$ cat src/rtl/core/b64e_pkg.sv
`timescale 1ns / 1ps
`default_nettype none

package b64e_pkg;

	// Full groups in one output line (76 characters).
	localparam int unsigned GROUPS_PER_LINE = 19;
	// Letters in each case of the alphabet.
	localparam int unsigned ALPHA_SPAN = 26;
	// Default depth of the job queue between front and back.
	localparam int unsigned JOB_QUEUE_DEPTH = 4;

	// ASCII codes that the encoder emits besides the sextet letters.
	localparam logic [6:0] CHAR_PAD   = 7'h3D; // '='
	localparam logic [6:0] CHAR_MINUS = 7'h2D; // '-'
	localparam logic [6:0] CHAR_UNDER = 7'h5F; // '_'
	localparam logic [6:0] CHAR_CR    = 7'h0D;
	localparam logic [6:0] CHAR_LF    = 7'h0A;
	localparam logic [6:0] CHAR_UPPER_A = 7'h41;
	localparam logic [6:0] CHAR_LOWER_A = 7'h61;
	localparam logic [6:0] CHAR_ZERO    = 7'h30;

	// Configuration register indexes.
	typedef enum logic [0:0] {
		CFG_NO_LINE_BREAKS = 1'b0,
		CFG_NO_PADDING     = 1'b1
	} cfg_reg_t;

	// One unit of output work: the characters caused by one input byte.
	typedef struct packed {
		logic [23:0] word;   // sextets taken from the top, six bits at a time
		logic [2:0]  nsext;  // number of sextet characters (2 to 4)
		logic [2:0]  total;  // number of characters in all (2 to 6)
		logic        crlf;   // CR LF follows the four sextets
		logic        fin;    // this job ends the message
	} job_t;

	// Maps a six-bit value to its URL-safe alphabet character.
	function automatic logic [6:0] sextet_char(input logic [5:0] v);
		logic [6:0] c;
		if (7'(v) < 7'(ALPHA_SPAN)) begin
			c = CHAR_UPPER_A + 7'(v);
		end else if (7'(v) < 7'(2 * ALPHA_SPAN)) begin
			c = CHAR_LOWER_A + 7'(v) - 7'(ALPHA_SPAN);
		end else if (v < 6'd62) begin
			c = CHAR_ZERO + 7'(v) - 7'(2 * ALPHA_SPAN);
		end else if (v == 6'd62) begin
			c = CHAR_MINUS;
		end else begin
			c = CHAR_UNDER;
		end
		return c;
	endfunction

endpackage

`default_nettype wire

$ cat src/rtl/core/b64e_front.sv
`timescale 1ns / 1ps
`default_nettype none

module b64e_front
	import b64e_pkg::*;
(
	input  wire logic       clk,
	input  wire logic       arst_n,
	input  wire logic       cfg_valid,
	input  wire logic [0:0] cfg_index,
	input  wire logic       cfg_data,
	input  wire logic       in_valid,
	output logic            in_ready,
	input  wire logic [7:0] in_data,
	input  wire logic       in_final,
	output logic            push_valid,
	input  wire logic       push_ready,
	output job_t            push_job
);

	logic        no_line_breaks_q;
	logic        no_padding_q;
	logic [15:0] held_q;
	logic [1:0]  phase_q;
	logic [4:0]  groups_q;

	logic        accept;
	logic [15:0] held_n;
	logic [1:0]  phase_n;
	logic [4:0]  groups_n;
	logic [4:0]  groups_inc;
	logic        job_valid;
	job_t        job;

	assign in_ready = push_ready;
	assign accept   = in_valid && in_ready;

	// Group assembly, line counting and job classification for one byte.
	always_comb begin
		held_n     = held_q;
		phase_n    = phase_q;
		groups_n   = groups_q;
		groups_inc = groups_q + 5'd1;
		job_valid  = 1'b0;
		job        = '0;
		if (phase_q >= 2'd2) begin
			job_valid = 1'b1;
			job.word  = {held_q, in_data};
			job.nsext = 3'd4;
			job.crlf  = (groups_inc >= 5'(GROUPS_PER_LINE)) && !no_line_breaks_q;
			job.total = job.crlf ? 3'd6 : 3'd4;
			groups_n  = (groups_inc >= 5'(GROUPS_PER_LINE)) ? 5'd0 : groups_inc;
			held_n    = '0;
			phase_n   = 2'd0;
		end else begin
			held_n  = {held_q[7:0], in_data};
			phase_n = phase_q + 2'd1;
		end
		if (in_final) begin
			job_valid = 1'b1;
			job.fin   = 1'b1;
			if (phase_n == 2'd1) begin
				job.word  = {held_n[7:0], 16'h0000};
				job.nsext = 3'd2;
				job.total = no_padding_q ? 3'd2 : 3'd4;
			end else if (phase_n == 2'd2) begin
				job.word  = {held_n, 8'h00};
				job.nsext = 3'd3;
				job.total = no_padding_q ? 3'd3 : 3'd4;
			end
			held_n   = '0;
			phase_n  = 2'd0;
			groups_n = '0;
		end
	end

	assign push_valid = accept && job_valid;
	assign push_job   = job;

	// Message state advances on every accepted byte.
	always_ff @(posedge clk or negedge arst_n) begin
		if (!arst_n) begin
			held_q   <= '0;
			phase_q  <= '0;
			groups_q <= '0;
		end else if (accept) begin
			held_q   <= held_n;
			phase_q  <= phase_n;
			groups_q <= groups_n;
		end
	end

	// Configuration registers.
	always_ff @(posedge clk or negedge arst_n) begin
		if (!arst_n) begin
			no_line_breaks_q <= 1'b0;
			no_padding_q     <= 1'b0;
		end else if (cfg_valid) begin
			case (cfg_reg_t'(cfg_index))
				CFG_NO_LINE_BREAKS: no_line_breaks_q <= cfg_data;
				CFG_NO_PADDING:     no_padding_q     <= cfg_data;
				default: ;
			endcase
		end
	end

endmodule

`default_nettype wire

$ cat src/rtl/core/b64e_queue.sv
`timescale 1ns / 1ps
`default_nettype none

module b64e_queue
	import b64e_pkg::*;
#(
	parameter int unsigned DEPTH = JOB_QUEUE_DEPTH
) (
	input  wire logic clk,
	input  wire logic arst_n,
	input  wire logic push_valid,
	output logic      push_ready,
	input  job_t      push_job,
	output logic      pop_valid,
	input  wire logic pop_ready,
	output job_t      pop_job
);

	localparam int unsigned PTR_W = (DEPTH > 1) ? $clog2(DEPTH) : 1;
	localparam int unsigned CNT_W = $clog2(DEPTH + 1);

	job_t             slots_q [DEPTH];
	logic [PTR_W-1:0] wr_ptr_q;
	logic [PTR_W-1:0] rd_ptr_q;
	logic [CNT_W-1:0] count_q;
	logic             do_push;
	logic             do_pop;

	assign push_ready = (count_q != CNT_W'(DEPTH));
	assign pop_valid  = (count_q != '0);
	assign pop_job    = slots_q[rd_ptr_q];
	assign do_push    = push_valid && push_ready;
	assign do_pop     = pop_valid && pop_ready;

	// Slot storage.
	always_ff @(posedge clk) begin
		if (do_push) begin
			slots_q[wr_ptr_q] <= push_job;
		end
	end

	// Pointers and fill count.
	always_ff @(posedge clk or negedge arst_n) begin
		if (!arst_n) begin
			wr_ptr_q <= '0;
			rd_ptr_q <= '0;
			count_q  <= '0;
		end else begin
			if (do_push) begin
				wr_ptr_q <= (wr_ptr_q == PTR_W'(DEPTH - 1)) ? '0 : wr_ptr_q + PTR_W'(1);
			end
			if (do_pop) begin
				rd_ptr_q <= (rd_ptr_q == PTR_W'(DEPTH - 1)) ? '0 : rd_ptr_q + PTR_W'(1);
			end
			if (do_push && !do_pop) begin
				count_q <= count_q + CNT_W'(1);
			end else if (do_pop && !do_push) begin
				count_q <= count_q - CNT_W'(1);
			end
		end
	end

endmodule

`default_nettype wire

$ cat src/rtl/core/b64e_back.sv
`timescale 1ns / 1ps
`default_nettype none

module b64e_back
	import b64e_pkg::*;
(
	input  wire logic clk,
	input  wire logic arst_n,
	input  wire logic pop_valid,
	output logic      pop_ready,
	input  job_t      pop_job,
	output logic      out_valid,
	input  wire logic out_ready,
	output logic [6:0] out_char,
	output logic      out_run_last,
	output logic      out_msg_end
);

	logic        active_q;
	logic [23:0] word_q;
	logic [2:0]  pos_q;
	logic [2:0]  nsext_q;
	logic [2:0]  total_q;
	logic        crlf_q;
	logic        fin_q;

	logic        out_valid_q;
	logic [6:0]  out_char_q;
	logic        out_run_last_q;
	logic        out_msg_end_q;

	logic        out_free;
	logic        emit;
	logic        last_char;
	logic [6:0]  next_char;

	assign out_free  = !out_valid_q || out_ready;
	assign emit      = active_q && out_free;
	assign last_char = (pos_q == total_q - 3'd1);
	assign pop_ready = !active_q || (emit && last_char);

	// Character at the current position of the job.
	always_comb begin
		if (pos_q < nsext_q) begin
			next_char = sextet_char(word_q[23:18]);
		end else if (crlf_q) begin
			next_char = (pos_q == 3'd4) ? CHAR_CR : CHAR_LF;
		end else begin
			next_char = CHAR_PAD;
		end
	end

	// Job control: load from the queue, step one character per emit.
	always_ff @(posedge clk or negedge arst_n) begin
		if (!arst_n) begin
			active_q <= 1'b0;
		end else if (pop_valid && pop_ready) begin
			active_q <= 1'b1;
		end else if (emit && last_char) begin
			active_q <= 1'b0;
		end
	end

	// Job payload.
	always_ff @(posedge clk) begin
		if (pop_valid && pop_ready) begin
			word_q  <= pop_job.word;
			nsext_q <= pop_job.nsext;
			total_q <= pop_job.total;
			crlf_q  <= pop_job.crlf;
			fin_q   <= pop_job.fin;
			pos_q   <= '0;
		end else if (emit) begin
			word_q <= {word_q[17:0], 6'b0};
			pos_q  <= pos_q + 3'd1;
		end
	end

	// Output register.
	always_ff @(posedge clk or negedge arst_n) begin
		if (!arst_n) begin
			out_valid_q <= 1'b0;
		end else if (emit) begin
			out_valid_q <= 1'b1;
		end else if (out_ready) begin
			out_valid_q <= 1'b0;
		end
	end

	always_ff @(posedge clk) begin
		if (emit) begin
			out_char_q     <= next_char;
			out_run_last_q <= last_char;
			out_msg_end_q  <= last_char && fin_q;
		end
	end

	assign out_valid    = out_valid_q;
	assign out_char     = out_char_q;
	assign out_run_last = out_run_last_q;
	assign out_msg_end  = out_msg_end_q;

endmodule

`default_nettype wire

$ cat src/rtl/core/base64_url_encoder_with_line_breaks.sv
// URL-safe base64 encoder with optional CR LF after every 76 characters.
// Input stream s_axis: one message byte per transaction, tlast on the final
// byte. Output stream m_axis: one ASCII character per transaction, tlast on
// the last character caused by an input byte, tuser on the last character of
// the message. A byte that completes no group and is not final gives nothing.
// Configuration: cfg_index 0 is no_line_breaks, 1 is no_padding; cfg_ready is
// always high and writes are meant for times when the encoder is idle.
// A byte's job passes through a queue slot and the back-end job registers
// to the output register. The back end emits one character per cycle while
// the receiver takes them, so a three-byte group gives four characters, or
// six when it ends a line; the front end takes a byte per cycle while the job
// queue has room. Sustained, the one-character-per-cycle output sets the pace;
// a one-byte message with padding gives four characters.
// Reset clears the message state, the registers and the queue; no clearing
// pass follows. When the receiver stalls, the output register holds its
// character, the queue fills, and s_axis_tready falls once it is full.
`timescale 1ns / 1ps
`default_nettype none

module base64_url_encoder_with_line_breaks
	import b64e_pkg::*;
#(
	parameter int unsigned QUEUE_DEPTH = JOB_QUEUE_DEPTH
) (
	input  wire logic       clk,
	input  wire logic       arst_n,
	input  wire logic       cfg_valid,
	output logic            cfg_ready,
	input  wire logic [0:0] cfg_index,
	input  wire logic       cfg_data,
	input  wire logic       s_axis_tvalid,
	output logic            s_axis_tready,
	input  wire logic [7:0] s_axis_tdata,  // [7:0] data_byte
	input  wire logic       s_axis_tlast,  // final_byte
	output logic            m_axis_tvalid,
	input  wire logic       m_axis_tready,
	output logic [7:0]      m_axis_tdata,  // [6:0] out_char, [7] zero
	output logic            m_axis_tlast,  // run_last
	output logic            m_axis_tuser   // [0] message_end
);

	logic       push_valid;
	logic       push_ready;
	job_t       push_job;
	logic       pop_valid;
	logic       pop_ready;
	job_t       pop_job;
	logic [6:0] out_char;

	assign cfg_ready = 1'b1;

	// Front end: byte intake and group classification.
	b64e_front u_front (
		.clk        (clk),
		.arst_n     (arst_n),
		.cfg_valid  (cfg_valid),
		.cfg_index  (cfg_index),
		.cfg_data   (cfg_data),
		.in_valid   (s_axis_tvalid),
		.in_ready   (s_axis_tready),
		.in_data    (s_axis_tdata),
		.in_final   (s_axis_tlast),
		.push_valid (push_valid),
		.push_ready (push_ready),
		.push_job   (push_job)
	);

	// Job queue between the two ends.
	b64e_queue #(
		.DEPTH (QUEUE_DEPTH)
	) u_queue (
		.clk        (clk),
		.arst_n     (arst_n),
		.push_valid (push_valid),
		.push_ready (push_ready),
		.push_job   (push_job),
		.pop_valid  (pop_valid),
		.pop_ready  (pop_ready),
		.pop_job    (pop_job)
	);

	// Back end: character generation.
	b64e_back u_back (
		.clk          (clk),
		.arst_n       (arst_n),
		.pop_valid    (pop_valid),
		.pop_ready    (pop_ready),
		.pop_job      (pop_job),
		.out_valid    (m_axis_tvalid),
		.out_ready    (m_axis_tready),
		.out_char     (out_char),
		.out_run_last (m_axis_tlast),
		.out_msg_end  (m_axis_tuser)
	);

	assign m_axis_tdata = {1'b0, out_char};

endmodule

`default_nettype wire

$ cat config.mk
export PLATFORM = sky130hd
export DESIGN_NAME = base64_url_encoder_with_line_breaks
export DESIGN_NICKNAME = d
export VERILOG_FILES = /design/src/rtl/core/b64e_pkg.sv /design/src/rtl/core/b64e_front.sv /design/src/rtl/core/b64e_queue.sv /design/src/rtl/core/b64e_back.sv /design/src/rtl/core/base64_url_encoder_with_line_breaks.sv
export SDC_FILE = /design/constraint.sdc
export NUM_CORES = 1
export LEC_CHECK = 0
export BUFFER_PORTS_ARGS = -buffer_cell sky130_fd_sc_hd__buf_2
export CORE_ASPECT_RATIO = 2
export CORE_MARGIN = 2
export CORE_UTILIZATION = 55
export CTS_CLUSTER_SIZE = 20
export DETAILED_ROUTE_END_ITERATION = 8
export GPL_TIMING_DRIVEN = 0
export PLACE_DENSITY = 0.81
export SYNTH_ARGS = -nofsm -noshare
export SYNTH_HDL_FRONTEND = slang
export SYNTH_SLANG_ARGS = --single-unit
$ cat constraint.sdc
create_clock -name clk -period 2.7 [get_ports clk]
set_input_delay 0.675 -clock clk [delete_from_list [all_inputs] [get_ports clk]]
set_output_delay 0.675 -clock clk [all_outputs]
set_load 0.1 [all_outputs]
==> results of run 1 <==
## per-stage QoR
step                      TNS [ns]  std cells
after detailed placement    -31.00        785
after global placement      -89.14        785
after CTS                        0        817
final                            0        819
after global routing      -0.03490        819
after floorplan                  0        558
## power by group through the flow
stage                     combinational [W]  sequential, W  clock [W]
after floorplan                     0.00264        0.00522          0
after global routing                0.00436        0.00490    0.00251
after CTS                           0.00406        0.00481    0.00241
after global placement              0.00378        0.00480          0
final                               0.00405        0.00483    0.00238
after detailed placement            0.00397        0.00487          0
## worst max-delay path: stages, from the launching register on
cell and delay, ns:
edfxtp_1 0.37, inv_1 0.05, ha_1 0.32, xnor2_2 0.22
nor3_4 0.07, a21o_4 0.25, inv_2 0.08, ha_2 0.19
inv_1 0.06, fa_1 0.43, xor2_1 0.17, nor2_1 0.11
xor2_1 0.16
## path summary, 6_finish.rpt
check,from,to,slack (ns),cells after the start
worst max-delay path,u_back.total_q[0],u_queue.count_q[2],0.14,12
worst min-delay path,arst_n,u_queue.rd_ptr_q[0],0.29,1
worst max register to register,u_back.total_q[0],u_queue.count_q[2],0.14,12
worst min register to register,u_front.held_q[8],u_front.held_q[8],0.49,2
max in group asynchronous,arst_n,u_back.out_valid,1.85,1
min in group clk,cfg_data,u_front.no_padding_q,0.46,2
## cell type report
cell class	instances	share of cell area [%]
Clock buffer	25	5.135
Sequential cell	206	60.52
Inverter	25	0.9485
Clock inverter	6	0.3162
Timing Repair Buffer	30	1.619
Multi-Input combinational cell	300	27.36
Tap cell	201	2.542
Buffer	26	1.568
## synth_stat cells, drive strengths merged (3+ instances only)
library cell | number | area, um^2
edfxtp | 169 | 5075
nand2 | 58 | 220.2
dfrtp | 34 | 850.8
mux4 | 32 | 720.7
o21ai | 29 | 145.1
inv | 25 | 93.84
mux2 | 24 | 341.6
and2 | 19 | 118.9
ha | 19 | 237.7
clkbuf | 15 | 57.55
buf | 13 | 105.1
a21oi | 12 | 60.06
mux2i | 11 | 110.1
nor2 | 10 | 37.54
a22o | 8 | 70.07
nor3 | 7 | 46.30
nand2b | 6 | 37.54
xnor2 | 6 | 52.55
xor2 | 6 | 52.55
a21o | 5 | 45.04
nand3 | 5 | 25.02
o31ai | 5 | 37.54
nand3b | 4 | 30.03
dfxtp | 3 | 60.06
## logic make-up after synthesis
logic type      synth area share, %
other cells                 0.08428
flops                         67.17
xor+xnor                      1.460
compound gates                5.406
buf+inv                       2.878
mux                           13.16
fa+ha+maj                     2.892
simple gates                  6.951
## flip-flops by register name (all words and copies together), names as in the netlist, 2 cells and up
signal and count:
u_back.word_q 24, u_front.phase_q 2, u_back.out_char 7, u_front.held_q 16, u_queue.count_q 3, u_back.pos_q 3, u_queue.rd_ptr_q 2, u_queue.wr_ptr_q 2
u_front.groups_q 5, u_queue.slots_q 128, u_back.total_q 3, u_back.nsext_q 3
## per-layer routing
| layer | up-vias | global-route usage, % |
|---|---|---|
| met5 | - | 0 |
| met4 | 0 | 8.638 |
| met3 | 53 | 2.706 |
| met2 | 158 | 40.34 |
| met1 | 2502 | 21.99 |
| li1 | 2199 | - |
## timing repair
| item | 4_1_cts | 5_1_grt |
|---|---|---|
| setup endpoints to repair | 26 | 3 |
| gates cloned | 1 | 0 |
| gates resized for setup | 5 | 2 |
| pin swaps | 2 | 3 |
| buffers inserted | 1 | 3 |
==> results.cfg, run 1 <==
[status]
outcome = completed

[hold_path]
hold_path_class = in2async

[final_layout]
fin_nets = 643
layout-drive-gt1-share_pct = 23.79
layout_commonest_cell = edfxtp_1
antennaDiodeCount = 0
post-route-util_pct = 62.38
fillers = 1123
multi_input_area_um2 = 2706
layout_common_cells = edfxtp_1 (169), nand2_1 (56), buf_2 (33), dfrtp_1 (33), mux4_2 (32)
seq_area_um2 = 5987
syn_to_final_growth_pct = 11.02
postLayoutCellArea_um2 = 9893

[logic_synthesis]
ys.warnings.count = 0
ys_seq_area_share_pct = 67.17
ys_seq_elements = 206
synthesis.area_um2 = 8911
syn-num-nets = 594
synthArstFlopShare_pct = 16.50
syn_area_per_cell_um2 = 15.97
synth_top_flop_cell = edfxtp_1
synth_cells = 558
yosysUniqueCellTypes = 57
synth_edf_count = 169

[pwr]
power.net_switching_w = 0.003857
cellLeakagePower_nw = 3.664
switching_share_pct = 34.28
vdd_drop_max_v = 0.0007643
intPower_w = 0.007393
power_frac_clock_pct = 21.1
comb_power_share_pct = 36.0
cellPowerDensity_nw_per_um2 = 1137
seqPwrFrac_pct = 42.9
p_total_w = 0.01125

[route]
drtIter0Drc = 263
vias = 4912
wl_met2_mm = 10.09
vias_per_cell = 5.998
routed_wl_mm = 17.40
routed.top_layer = met4
wl_met3_um = 716
firstDrtPassIters = 5
drt-met1-wl_mm = 5.970
ant_nets = 0
wl_per_cell_um = 21.24
route.detailed.drc = 0

[clock_tree]
htreeDepth = 1
cts_tree = built
cts_buffer_depth = 3
holdBufCountCts = 0
path_clk_slew_ns = 0.07
worst_skew_pair.late_latency_ns = 0.48
cts-root-buf = clkbuf_16
clock_sinks = 206
cts_buffers = 18

[sta]
fin_skew_ns = 0.01320
rsz0062_at_grt = true
final.setup.worst_slack_ns = 0.1383
fin_crit_ns = 2.562
fmax_mhz = 390.4
timing.final.max_slew_violations = 0
timing.final.hold_violations = 0
fin_crit_sh_pct = 94.88
slew_headroom_pct = 38.76
setup_viol = 0
worstMarginPinSlew_ns = 0.9152
holdWs_ns = 0.2877

[die]
start_util_pct = 56.19
die_x_um = 94.01
coreArea_um2 = 15860
row_count = 65
dieArea_um2 = 17300
pin_count = 29
die_h_um = 184.0

[global_routing]
grt_usage_pct = 20.85
grt_pass1_wl_mm = 27.38
antenna_found_initial = 0
grt_pass1_vias = 5313
overflow = 0
grt_max_degree = 35

[placed_design]
post-place-ws_ns = -0.5540
gp_congestion = 0.9753
dpl_cell_area_um2 = 9303
io_buffers = 26
place_hpwl_mm = 11.51

[critical_path]
crit_required_ns = 3.09
crit_type = reg2reg
cp-start-kind = flop
critPathArrivalTime_ns = 2.96
crit_fanout = 5
end_kind = flop

[job]
cap_violations = 0
No activity file was read; power rests on OpenSTA's default activity.
==> run 2, diff against run 1 <==
CAP_MARGIN = 0   (was not set)
CORE_UTILIZATION = 56   (was 55)
PLACE_DENSITY = 0.82   (was 0.81)
==> run 2 against run 1 <==
Effect of this change:
- critical path depth shrank 4
- sequential power barely moved
- flip-flop and latch count stayed put
- critical endpoint is now u_queue.count_q[1]
- worst hold slack is essentially flat
- register-to-register slack barely moved
- non-clock buffer count rose by 1
- worst setup slack improved by 0.0067 ns
- combinational power barely moved
- clock skew is 0.0030 ns higher
==> results.cfg, run 2 (synthesis results as in run 1) <==
[hold_path]
hold_path_class = in2async

[final_layout]
layout-drive-gt1-share_pct = 24.19
top_register = u_queue.slots_q
largest_reg_flops = 128
fin_nets = 644
syn_to_final_growth_pct = 11.67
largestRegisters = u_queue.slots_q: 128 flops, u_back.word_q: 24 flops, u_front.held_q: 16 flops
layout_commonest_cell = edfxtp_1
antennaDiodeCount = 0
postLayoutCellArea_um2 = 9951
layout_common_cells = edfxtp_1 (169), nand2_1 (56), buf_2 (33)

[critical_path]
cp_top_family = simple AND/OR/NAND/NOR gates
crit_buf_inv = 3
rrSetupSlack_ns = 0.15
path_depth = 8
rr_startpoint = u_queue.count_q[0]
crit_chain = or3b_2 -> clkbuf_4 -> nand3b_1 -> inv_1 -> ha_4 -> inv_1 -> fa_1 -> mux2_2
crit_path_end = u_queue.count_q[1]
critPathMaxStageDelay_ns = 0.46
crit_fanout = 6
cp-start-kind = flop
startpoint = u_queue.count_q[0]
critPathArrivalTime_ns = 2.92
end_kind = flop
cp_common_cell = inv_1
worst-r2r-cell-count = 8
crit_required_ns = 3.07
slowest_stage = or3b_2
rr_endpoint = u_queue.count_q[1]
crit_type = reg2reg

[clock_tree]
holdBufCountCts = 0
cts_buffers = 18
clock_sinks = 206
path_clk_slew_ns = 0.07
worst_skew_pair.late_latency_ns = 0.49
cts-root-buf = clkbuf_16
cts_buffer_depth = 3
cts_tree = built
htreeDepth = 1

[pwr]
power_frac_clock_pct = 22.2
cellLeakagePower_nw = 3.680
p_total_w = 0.01138
intPower_w = 0.007479
vdd_drop_max_v = 0.0008492
power.net_switching_w = 0.003902
cellPowerDensity_nw_per_um2 = 1144
comb_power_share_pct = 35.3
switching_share_pct = 34.29
seqPwrFrac_pct = 42.5

[sta]
fmax_mhz = 391.4
fin_skew_ns = 0.01619
worstMarginPinSlew_ns = 0.9361
fin_crit_ns = 2.555
timing.final.max_slew_violations = 0
setup_viol = 0
slew_headroom_pct = 37.59
fin_crit_sh_pct = 94.63
timing.final.hold_violations = 0
holdWs_ns = 0.2878

[route]
drtIter0Drc = 387
route.detailed.drc = 0
vias_per_cell = 5.998
ant_nets = 0
wl_per_cell_um = 21.34
firstDrtPassIters = 6
vias = 4924
routed_wl_mm = 17.52

[placed_design]
gp_congestion = 0.9445
dpl_cell_area_um2 = 9303
place_hpwl_mm = 11.47
io_buffers = 26

[global_routing]
antenna_found_initial = 0
grt_pass1_wl_mm = 28.08
overflow = 0
grt_usage_pct = 21.57
grt_pass1_vias = 5355
grt_max_degree = 35

[die]
start_util_pct = 56.77
die_h_um = 182.4
dieArea_um2 = 17000
row_count = 65
pin_count = 29
die_x_um = 93.20
coreArea_um2 = 15700

[status]
outcome = completed

[job]
cap_violations = 0
==> run 2: cell count changes in the layout (fill, tap and decap cells not counted), sizes merged <==
cell,delta
buf,+1
clkinv,+1
bufinv,+1
clkbuf,-2
clkinvlp,+1
==> run 2: per-layer routing <==
| layer | global-route usage, % | share of wire, % | vias up |
|---|---|---|---|
| met3 | 2.477 | 3.8 | 42 |
| met5 | 0 | 0 | - |
| li1 | - | - | 2203 |
| met4 | 9.000 | 3.2 | 0 |
| met1 | 23.32 | 35 | 2516 |
| met2 | 41.48 | 58 | 163 |
==> run 2: final cells by class <==
cell class	instances	area (um^2)
Clock inverter	9	91.34
Multi-Input combinational cell	300	2713
Inverter	25	93.84
Timing Repair Buffer	31	167.7
Tap cell	201	251.5
Sequential cell	206	5988
Fill cell	1071	5746
Clock buffer	23	490.5
Buffer	26	155.1
==> run 2: worst min path at each step <==
stage	end	slack [ns]	cells after the start
floorplan	u_back.active_q	0.38	0
global placement	u_front.held_q[13]	0.46	2
detailed placement	u_front.held_q[9]	0.47	2
CTS	u_queue.rd_ptr_q[0]	0.31	1
global route	u_queue.rd_ptr_q[1]	0.36	1
finish	u_back.active_q	0.29	1
==> run 2: through the flow <==
step	setup TNS (ns)	cells	worst slack (ns)	util, %
global route	-0.006289	821	-0.006289	63.40
floorplan	0	558	0.03950	-
CTS	0	817	0.02305	63.07
finish	0	821	0.1450	63.40
detailed placement	-33.11	785	-0.5200	59.27
global placement	-97.55	785	-0.7045	59.23
==> run 2: timing repair <==
item / in CTS / in global routing
pin swaps: 2 / 1
gates cloned: 1 / 0
gates resized for setup: 2 / 6
setup buffers: 1 / 4
endpoints found under the setup margin: 26 / 127
hold endpoints to repair: 0 / 0
==> run 2: power by group through the flow <==
stage	registers, W	clock network (W)	logic [W]
floorplan	0.00522	0	0.00264
global placement	0.00480	0	0.00378
detailed placement	0.00487	0	0.00394
CTS	0.00483	0.00255	0.00400
global route	0.00490	0.00265	0.00435
finish	0.00484	0.00253	0.00402
==> run 3, diff against run 2 <==
ABC_AREA = 1   (was not set)
==> run 3 against run 2 <==
Effect of this change:
- sequential share of layout area down 0.80 points
- largest power group unchanged
- final area up 1.3%
- synthesized area up 0.35%
- flip-flop and latch count unchanged
- clock power up 7%
- critical path depth up 5
- sequential power about the same
- worst hold slack worse by 0.014 ns
==> results.cfg, run 3 <==
[sta]
fin_crit_sh_pct = 94.30
setup_viol = 0
timing.final.max_slew_violations = 0
slew_headroom_pct = 45.49
worstMarginPinSlew_ns = 0.8176
fin_skew_ns = 0.01719
fmax_mhz = 392.7
setup_tns_ns = 0
fin_crit_ns = 2.546
final.setup.worst_slack_ns = 0.1538
timing.final.hold_violations = 0

[final_layout]
largest_reg_flops = 128
layout_common_cells = edfxtp_1 (169), nand2_1 (122), o21ai_0 (92)
fillers = 1154
layout-drive-gt1-share_pct = 11.05
top_register = u_queue.slots_q
postLayoutCellArea_um2 = 10080
syn_to_final_growth_pct = 12.75
largestRegisters = u_queue.slots_q: 128 flops, u_back.word_q: 24 flops, u_front.held_q: 16 flops
antennaDiodeCount = 0
layout_commonest_cell = edfxtp_1
post-route-util_pct = 64.23
fin_nets = 902

[logic_synthesis]
syn-num-nets = 850
ys_seq_elements = 206
synth_edf_count = 169
post-synth-top-area-cell = edfxtp_1
yosysUniqueCellTypes = 34
yosys-top-cells-count = edfxtp_1 (169), nand2_1 (123), nor2_1 (93), o21ai_0 (92), inv_1 (87)
synth_top_area_share_pct = 56.75
synthTopCellsByArea = edfxtp_1 (57%), dfrtp_1 (9.5%), nand2_1 (5.2%)
ys_seq_area_share_pct = 66.94
synthArstFlopShare_pct = 16.50
synthesis.area_um2 = 8942
yosysMostFrequentCell = edfxtp_1
syn_area_per_cell_um2 = 10.99
synth_cells = 814
ys.warnings.count = 0
synth_top_flop_cell = edfxtp_1

[critical_path]
worst-r2r-cell-count = 13
slowest_stage = edfxtp_1
rrSetupSlack_ns = 0.15
rr_endpoint = u_queue.count_q[1]
crit_type = reg2reg
cp_top_family = adder cells
cp_common_cell = nand2_1
crit_required_ns = 3.07
end_kind = flop
cp-start-kind = flop
rr_startpoint = u_back.total_q[0]
crit_buf_inv = 3
crit_chain = inv_1 -> ha_1 -> nand2_1 -> nand2_1 -> nor2_2 -> nand3_2 -> nand2_2 -> nand2_1 -> buf_6 -> ha_1 -> inv_2 -> fa_1 -> mux2_2
critPathMaxStageDelay_ns = 0.39
crit_fanout = 7
path_depth = 13
critPathArrivalTime_ns = 2.92

[global_routing]
grt_max_degree = 35
overflow = 0
use_met1_pct = 24.13
grt.busiest_layer = met2
grtUsageMet3_pct = 2.106
antenna_found_initial = 0
grt_usage_pct = 23.36
grt_pass1_vias = 6322
grt_pass1_wl_mm = 30.71
met2_usage_pct = 43.88

[clock_tree]
cts-root-buf = clkbuf_16
clock_sinks = 206
cts_buffer_depth = 3
htreeDepth = 1
path_clk_slew_ns = 0.07
cts_tree = built
worst_skew_pair.late_latency_ns = 0.49
cts_buffers = 18
holdBufCountCts = 0

[die]
coreArea_um2 = 15700
die_x_um = 93.36
row_count = 65
dieArea_um2 = 17060
die_h_um = 182.7
pin_count = 29
start_util_pct = 56.97

[route]
routed_wl_mm = 19.43
firstDrtPassIters = 6
vias_per_cell = 5.760
ant_nets = 0
vias = 6215
drtIter0Drc = 507
route.detailed.drc = 0
wl_per_cell_um = 18.00

[status]
outcome = completed

[placed_design]
io_buffers = 26
gp_congestion = 0.9028
place_hpwl_mm = 13.38
post-place-ws_ns = -0.3263
dpl_cell_area_um2 = 9435

[job]
cap_violations = 0

[pwr]
cellPowerDensity_nw_per_um2 = 1177
cellLeakagePower_nw = 4.053
p_total_w = 0.01186
vdd_drop_max_v = 0.0008673

[hold_path]
hold_path_class = in2async
[run 3: logic make-up after synthesis]
kind of cell	after synthesis	synth area share (%)
compound gates	157	9.766
xor+xnor	9	0.8814
fa+ha+maj	20	2.882
buf+inv	130	5.933
flops	206	66.94
mux	1	0.1259
other cells	2	0.08398
simple gates	289	13.39
[run 3: area by class of cell]
class / instances / area [um^2] / share of cell area, %
timing repair buffer: 32 / 225.2 / 2.234
inverter: 94 / 352.8 / 3.500
clock buffer: 23 / 490.5 / 4.865
clock inverter: 9 / 127.6 / 1.266
sequential: 206 / 5987 / 59.38
tap: 201 / 251.5 / 2.494
buffer: 36 / 183.9 / 1.824
multi-input combinational: 478 / 2464 / 24.44
[run 3: repair_timing]
item                                    in CTS  in global routing
cloned                                       0                  0
endpoints found under the setup margin      25                  2
setup buffers                                0                  2
gates resized for setup                      2                  3
[run 3: worst register-to-register path, cell delays in order, from the launching register on]
cell	delay [ns]
edfxtp_1	0.39
inv_1	0.10
ha_1	0.25
nand2_1	0.08
nand2_1	0.06
nor2_2	0.14
nand3_2	0.13
nand2_2	0.12
nand2_1	0.10
buf_6	0.15
ha_1	0.19
inv_2	0.08
fa_1	0.39
mux2_2	0.27
[run 3: routing by layer]
layer	vias to the layer above	wire [um]
li1	2900	-
met1	2965	6362
met2	274	10970
met3	76	980
met4	0	1113
met5	-	0
[run 3: where the power goes]
group,internal (W),switching [W]
Sequential,0.00448,0.000360
Clock,0.00159,0.00112
Combinational,0.00119,0.00313
[run 3: through the flow]
stage	cells	hold slack (ns)
floorplan	814	0.3794
detailed placement	1045	0.4975
global route	1079	0.3250
finish	1079	0.2737
global placement	1041	0.4891
CTS	1077	0.2893
[run 3: worst max-delay path by stage]
stage                     slack [ns]          startpoint                endpoint
final                           0.15   u_back.total_q[0]      u_queue.count_q[1]
after global routing           -0.01   u_back.total_q[0]      u_queue.count_q[2]
after CTS                       0.04   u_back.total_q[0]      u_queue.count_q[2]
after detailed placement       -0.33       m_axis_tready      u_queue.count_q[2]
after floorplan                -0.53  u_queue.count_q[0]   u_queue.slots_q[0][0]
after global placement         -1.50        s_axis_tlast  u_queue.slots_q[3][20]
